$ cat src/rtl/lz10_pkg.sv
`default_nettype none
package lz10_pkg;

  localparam int WINDOW_DEPTH = 4096;
  localparam int HIST_AW      = $clog2(WINDOW_DEPTH);
  localparam int SIZE_W       = 24;
  localparam int OUT_DATA_W   = 40;  // out_byte, status, decoded_size, zero pad

  // controller -> datapath
  typedef struct packed {
    logic load_in;      // latch the accepted word
    logic exec;         // decode the latched byte
    logic copy_rd;      // issue the first history read of a back-reference
    logic copy_emit;    // emit one copied byte, prefetch the next
    logic emit_status;  // emit the closing status word, restart the stream
  } lz10_cmd_t;

  // datapath -> controller
  typedef struct packed {
    logic out_free;     // output register can take a word this cycle
    logic lit_pending;  // latched byte is a literal and needs the output
    logic copy_ok;      // latched byte completes a valid back-reference
    logic copy_more;    // more than one copy byte remains
    logic last;         // latched byte closes the stream
  } lz10_sts_t;

endpackage
`default_nettype wire

$ cat src/rtl/lz10_ctrl.sv
`default_nettype none
module lz10_ctrl (
  input  wire logic              clk,
  input  wire logic              rst,
  input  wire logic              s_tvalid,
  output logic                   s_tready,
  input  wire lz10_pkg::lz10_sts_t sts,
  output lz10_pkg::lz10_cmd_t    cmd
);
  import lz10_pkg::*;

  localparam logic [2:0] S_IDLE    = 3'd0;
  localparam logic [2:0] S_EXEC    = 3'd1;
  localparam logic [2:0] S_COPY_RD = 3'd2;
  localparam logic [2:0] S_COPY_WR = 3'd3;
  localparam logic [2:0] S_STAT    = 3'd4;

  logic [2:0] state, state_next;

  always_comb begin
    state_next = state;
    cmd        = '0;
    s_tready   = 1'b0;
    case (state)
      S_IDLE: begin
        s_tready = 1'b1;
        if (s_tvalid) begin
          cmd.load_in = 1'b1;
          state_next  = S_EXEC;
        end
      end
      S_EXEC: begin
        // a literal waits for room at the output
        if (!sts.lit_pending || sts.out_free) begin
          cmd.exec = 1'b1;
          if (sts.copy_ok) begin
            state_next = S_COPY_RD;
          end else if (sts.last) begin
            state_next = S_STAT;
          end else begin
            state_next = S_IDLE;
          end
        end
      end
      S_COPY_RD: begin
        cmd.copy_rd = 1'b1;
        state_next  = S_COPY_WR;
      end
      S_COPY_WR: begin
        if (sts.out_free) begin
          cmd.copy_emit = 1'b1;
          if (!sts.copy_more) begin
            state_next = sts.last ? S_STAT : S_IDLE;
          end
        end
      end
      S_STAT: begin
        if (sts.out_free) begin
          cmd.emit_status = 1'b1;
          state_next      = S_IDLE;
        end
      end
      default: begin
        state_next = S_IDLE;
      end
    endcase
  end

  always_ff @(posedge clk) begin
    if (rst) begin
      state <= S_IDLE;
    end else begin
      state <= state_next;
    end
  end

endmodule
`default_nettype wire

$ cat config.mk
export PLATFORM = sky130hd
export DESIGN_NAME = lz10_ctrl
export DESIGN_NICKNAME = d
export VERILOG_FILES = /design/src/rtl/lz10_pkg.sv /design/src/rtl/lz10_ctrl.sv
export SDC_FILE = /design/constraint.sdc
export NUM_CORES = 1
export LEC_CHECK = 0
export BUFFER_PORTS_ARGS = -buffer_cell sky130_fd_sc_hd__buf_4
export CAP_MARGIN = 20
export CORE_AREA = 2 2 39 41
export CTS_CLUSTER_SIZE = 24
export DETAILED_ROUTE_END_ITERATION = 10
export DIE_AREA = 0 0 41 43
export PLACE_DENSITY = 0.37
export SYNTH_ARGS = -nofsm -noshare
export SYNTH_HDL_FRONTEND = slang
export SYNTH_SLANG_ARGS = --single-unit
$ cat constraint.sdc
create_clock -name clk -period 3 [get_ports clk]
set_clock_uncertainty 0.2 [all_clocks]
set_input_delay 0.3 -clock clk [delete_from_list [all_inputs] [get_ports clk]]
set_output_delay 0.3 -clock clk [all_outputs]
set_load 0.01 [all_outputs]
# [Word-level counts from Yosys, hierarchy flattened]
# Cells that the tools add are included.
[classes] n_eq_ne=9 muxes=17 n_reduce_logical=4
[op_table] cell="$mux 3" count=7
[op_table] cell="$pmux 3 s5" count=1
[op_table] cell="$ne 2x2->1 const B" count=5
[op_table] cell="$mux 1" count=9
[op_table] cell="$eq 3x2->1 const B" count=2
[op_table] cell="$reduce_and 5->1" count=1
[op_table] cell="$eq 3x1->1 const B" count=1
[op_table] cell="$eq 3x3->1 const B" count=1
[op_table] cell="$logic_not 3->1" count=1
[op_table] cell="$logic_not 1->1" count=1
[op_table] cell="$logic_or 1x1->1" count=1
[totals] reg_bits=3

# [Longest topological paths before layout]
[depth] depth_word=4 depth_mapped=4 mapped_depth_nobuf=3

# [Worst setup path before layout]
# OpenSTA, ideal clock, no wires.
[synth_path] path_kind="register -> output" startpoint="reg state[1]" endpoint="out cmd[4] in the netlist's numbering" arrival_time_ns=0.990 required_time_ns=2.500 path_slack_ns=1.510 stages_incl_launch_ff=4 path_cell_list="dfxtp_1 -> buf_6 -> nor3_1 -> and2_1"
[synth_rtl] element="start, declared" line_no="lz10_ctrl.sv:18" text="logic [2:0] state, state_next;"
[synth_rtl] element="start signal, assigned" line_no="lz10_ctrl.sv:73" text="state <= state_next;"
[synth_rtl] element="end, declared" line_no="lz10_ctrl.sv:8" text="output lz10_pkg::lz10_cmd_t cmd"

==> results list <==
- The run finished with clean final reports.
- Synth Net Count: 37
- Category of cells accounting for the largest share of critical-path delay: flip-flops
- CTS Buf Count: 3
* Leakage Power: 0.153 nW
- Placement-stage cell area: 332 sq um
- H-Tree Level Count: 1
- Number of pins with negative max-slew slack in the final report: 0
- The worst hold path terminates at state[1].
* Clock transition at the registers of the reported paths: 40 ps
* R2r startpoint: state[1]
* Actual transition at the worst max-transition pin: 356 ps
* Type of the worst setup path: flop to primary output
- Global route total overflow: 0
- Number of buffer and inverter instances along the worst setup path: 1
- The first detailed-routing pass ran for 4 iterations.
- Number of core rows: 14
* DR DRC count: 0
- Via count: 254
- After floorplanning, the core was sized to cover 0.00138 sq mm.
- The worst path uses 56.1% of the clock period.
- Required time of the worst setup path: 2500 ps
- Of all flip-flops after synthesis, the portion carrying an async set or reset was 0%.
- After clock tree synthesis, the flow added hold-fix buffers numbering 0.
* Drt via density: 4.23
* Placed cells: 56
- The largest registers in the layout are state x3.
- Internal portion of total power: 0.117 mW
- Sink count of the clock tree: 3
* Finish-stage setup viols: 0
- Subtracting the final worst setup slack from the clock period gives 1680 ps.
- Residual antenna-violating net count after detailed routing: 0
* Clk_lat worst skew: 230 ps
- Worst-case clock buffer depth: 2
- The cell count after synthesis came out at 29.
* Total I/O pin count: 14
- Net switching is 27.8% of the power.
- CTS Root Buffer Type: clkbuf_4
- For this run, the top clock speed supported by timing is 0.594 GHz.
* Fraction of power consumed by the clock network: 44.1%
- Flops & latches, synth: 3
* Setup repair after global routing missed its margin: false
- The first global-routing pass estimated 1030 um of wire.
- Final instance area: 358 sq um
- The wire-length estimate of the detail-placed layout is 467 um.
* Total negative slack: 0 ps
- Sequential-to-total area share from yosys stat: 26.1%
- Of the cells placed in the final design, the portion with a size suffix greater than 1 is 40.9%.
- The finished layout holds 60 standard cells, fillers aside.
- Across every metal layer, demand over resource in global routing totals 9.21%.
- Number of cells traversed by the worst register-to-register path: 3
* Post-synthesis to final-layout area growth: 55.4%
- The startpoint identified for the worst hold timing path is rst.
- Final Util: 25.9%
* Hold depth: 2
- Power per standard cell area: 451 mW/mm^2
- Walking the worst path, the cells encountered are nor3_1 > and2_1 > buf_4.
- The setup check on the worst reg-to-reg path leaves a slack of 1720 ps.
* Kind of capture point of the worst setup path: primary output
- The register with the most flip-flops in the layout has 3 of them.
- Among all flip-flop cells after synthesis, the most frequent one is dfxtp_1.
* Vertical extent of the die: 43 um
* Gpl congestion: 0.780
- Most common cell after layout, fill and taps aside: buf_4
- Final net count: 53
- The register with the most flip-flops in the final layout is state.
- Largest net degree at the start of global routing: 9
- Initial antenna violation count: 0
* Number of max-capacitance violations reported: 0
* Net switching power: 0.0449 mW
- In this run the horizontal extent of the chip is 41 um.
- Combinational logic is responsible for 25.1% of the overall power.
* Synth warnings: 0
* Number of global-route vias before repair: 259
- Gates resized during post-CTS repair numbered 0.
- Worst min-delay path category: primary input to flop
- Total wire length: 631 um
- Mapped Avg Cell Area: 7.94 sq um
* Critical Path Slowest Stage Cell: dfxtp_1
* Reg-to-reg critical path endpoint: state[2]
* Clock tree from TritonCTS: yes
- The number of hold violations in the final report is 0.
* EDFF count, synth: 0
* Delay contributed by the slowest stage of the critical path: 520 ps
* Initial cell density of the core: 16.6%
- Die Area: 0.00176 sq mm
- Kind of start point of the critical path: flop
- Data on the critical path arrives at its endpoint at 1180 ps.
- The library cells used most frequently in the layout, excluding fill and tap cells, are buf_4 (13), nor2_1 (6), clkbuf_4 (3), dfxtp_1 (3), nand2_1 (2).
* Setup Buffers After CTS: 0
- In the final routed layout, each cell accounts on average for 10.5 um.
- Antenna diodes: 0
- Counting distinct cell types in the post-synthesis netlist gives 21.
- Part of the total power dissipated in sequential elements: 30.8%
* Count of port buffers added during placement: 13
- Area of the mapped netlist: 230 sq um
- Worst-case vdd ir drop: 89.9 uV
* Slew Limit Headroom: 76.2%
- Iter 0 DRT Violations: 2
- Critical path fanouts, max: 8
power groups by stage:
stage	combinational, mW	clock, mW	sequential, mW
floorplan	0.0277	0	0.0447
global placement	0.0409	0	0.0505
detailed placement	0.0409	0	0.0502
CTS	0.0410	0.0753	0.0498
global route	0.0448	0.0764	0.0504
finish	0.0405	0.0712	0.0498
worst max path at each step:
stage | from | end | cells past startpoint
finish | state[1] | cmd[4] | 3
global placement | sts[3] | cmd[3] | 4
detailed placement | sts[3] | cmd[3] | 4
CTS | state[1] | cmd[4] | 3
floorplan | state[1] | cmd[4] | 3
global route | state[1] | cmd[4] | 3
layer usage:
metal / up-vias / wire, um / GRT usage, %
li1: 132 / - / -
met1: 108 / 272 / 9.87
met2: 10 / 283 / 12.2
met3: 4 / 48 / 2.09
met4: 0 / 27 / 12.0
met5: - / 0 / 0
stage by stage:
stage | hold WS, ps | setup slack [ps] | power, mW
final | 69.0 | 1320 | 0.162
after global routing | 72.9 | 1240 | 0.172
after CTS | 62.7 | 1300 | 0.166
after detailed placement | 314 | 1530 | 0.0912
after global placement | 317 | 1530 | 0.0914
after floorplan | 188 | 1510 | 0.0724
cell type report:
type                    instances  area, sq um
inverters                       1         3.75
well taps                      16         20.0
flip-flops and latches          3         60.1
fillers                       148         1030
repair buffers                 13         97.6
multi-input cells              23          150
clock buffers                   4         26.3
worst register-to-register path, cell delays in order (launching register included):
cell,delay [ps]
dfxtp_1,520
mux2i_1,230
o21ai_0,100
o32ai_1,130
synth_stat cells, drive strengths merged (2+ instances only):
cell | n | area (sq um)
nor2b | 2 | 15.0
dfxtp | 3 | 60.1
nor2 | 6 | 22.5
nand2 | 2 | 7.51
cell families after synthesis:
group	share of synthesized area, %
mux	4.35
compound gates	21.2
buf+inv	8.69
flops	26.1
simple gates	39.7
Note: power is estimated with default switching activity, not from simulation.
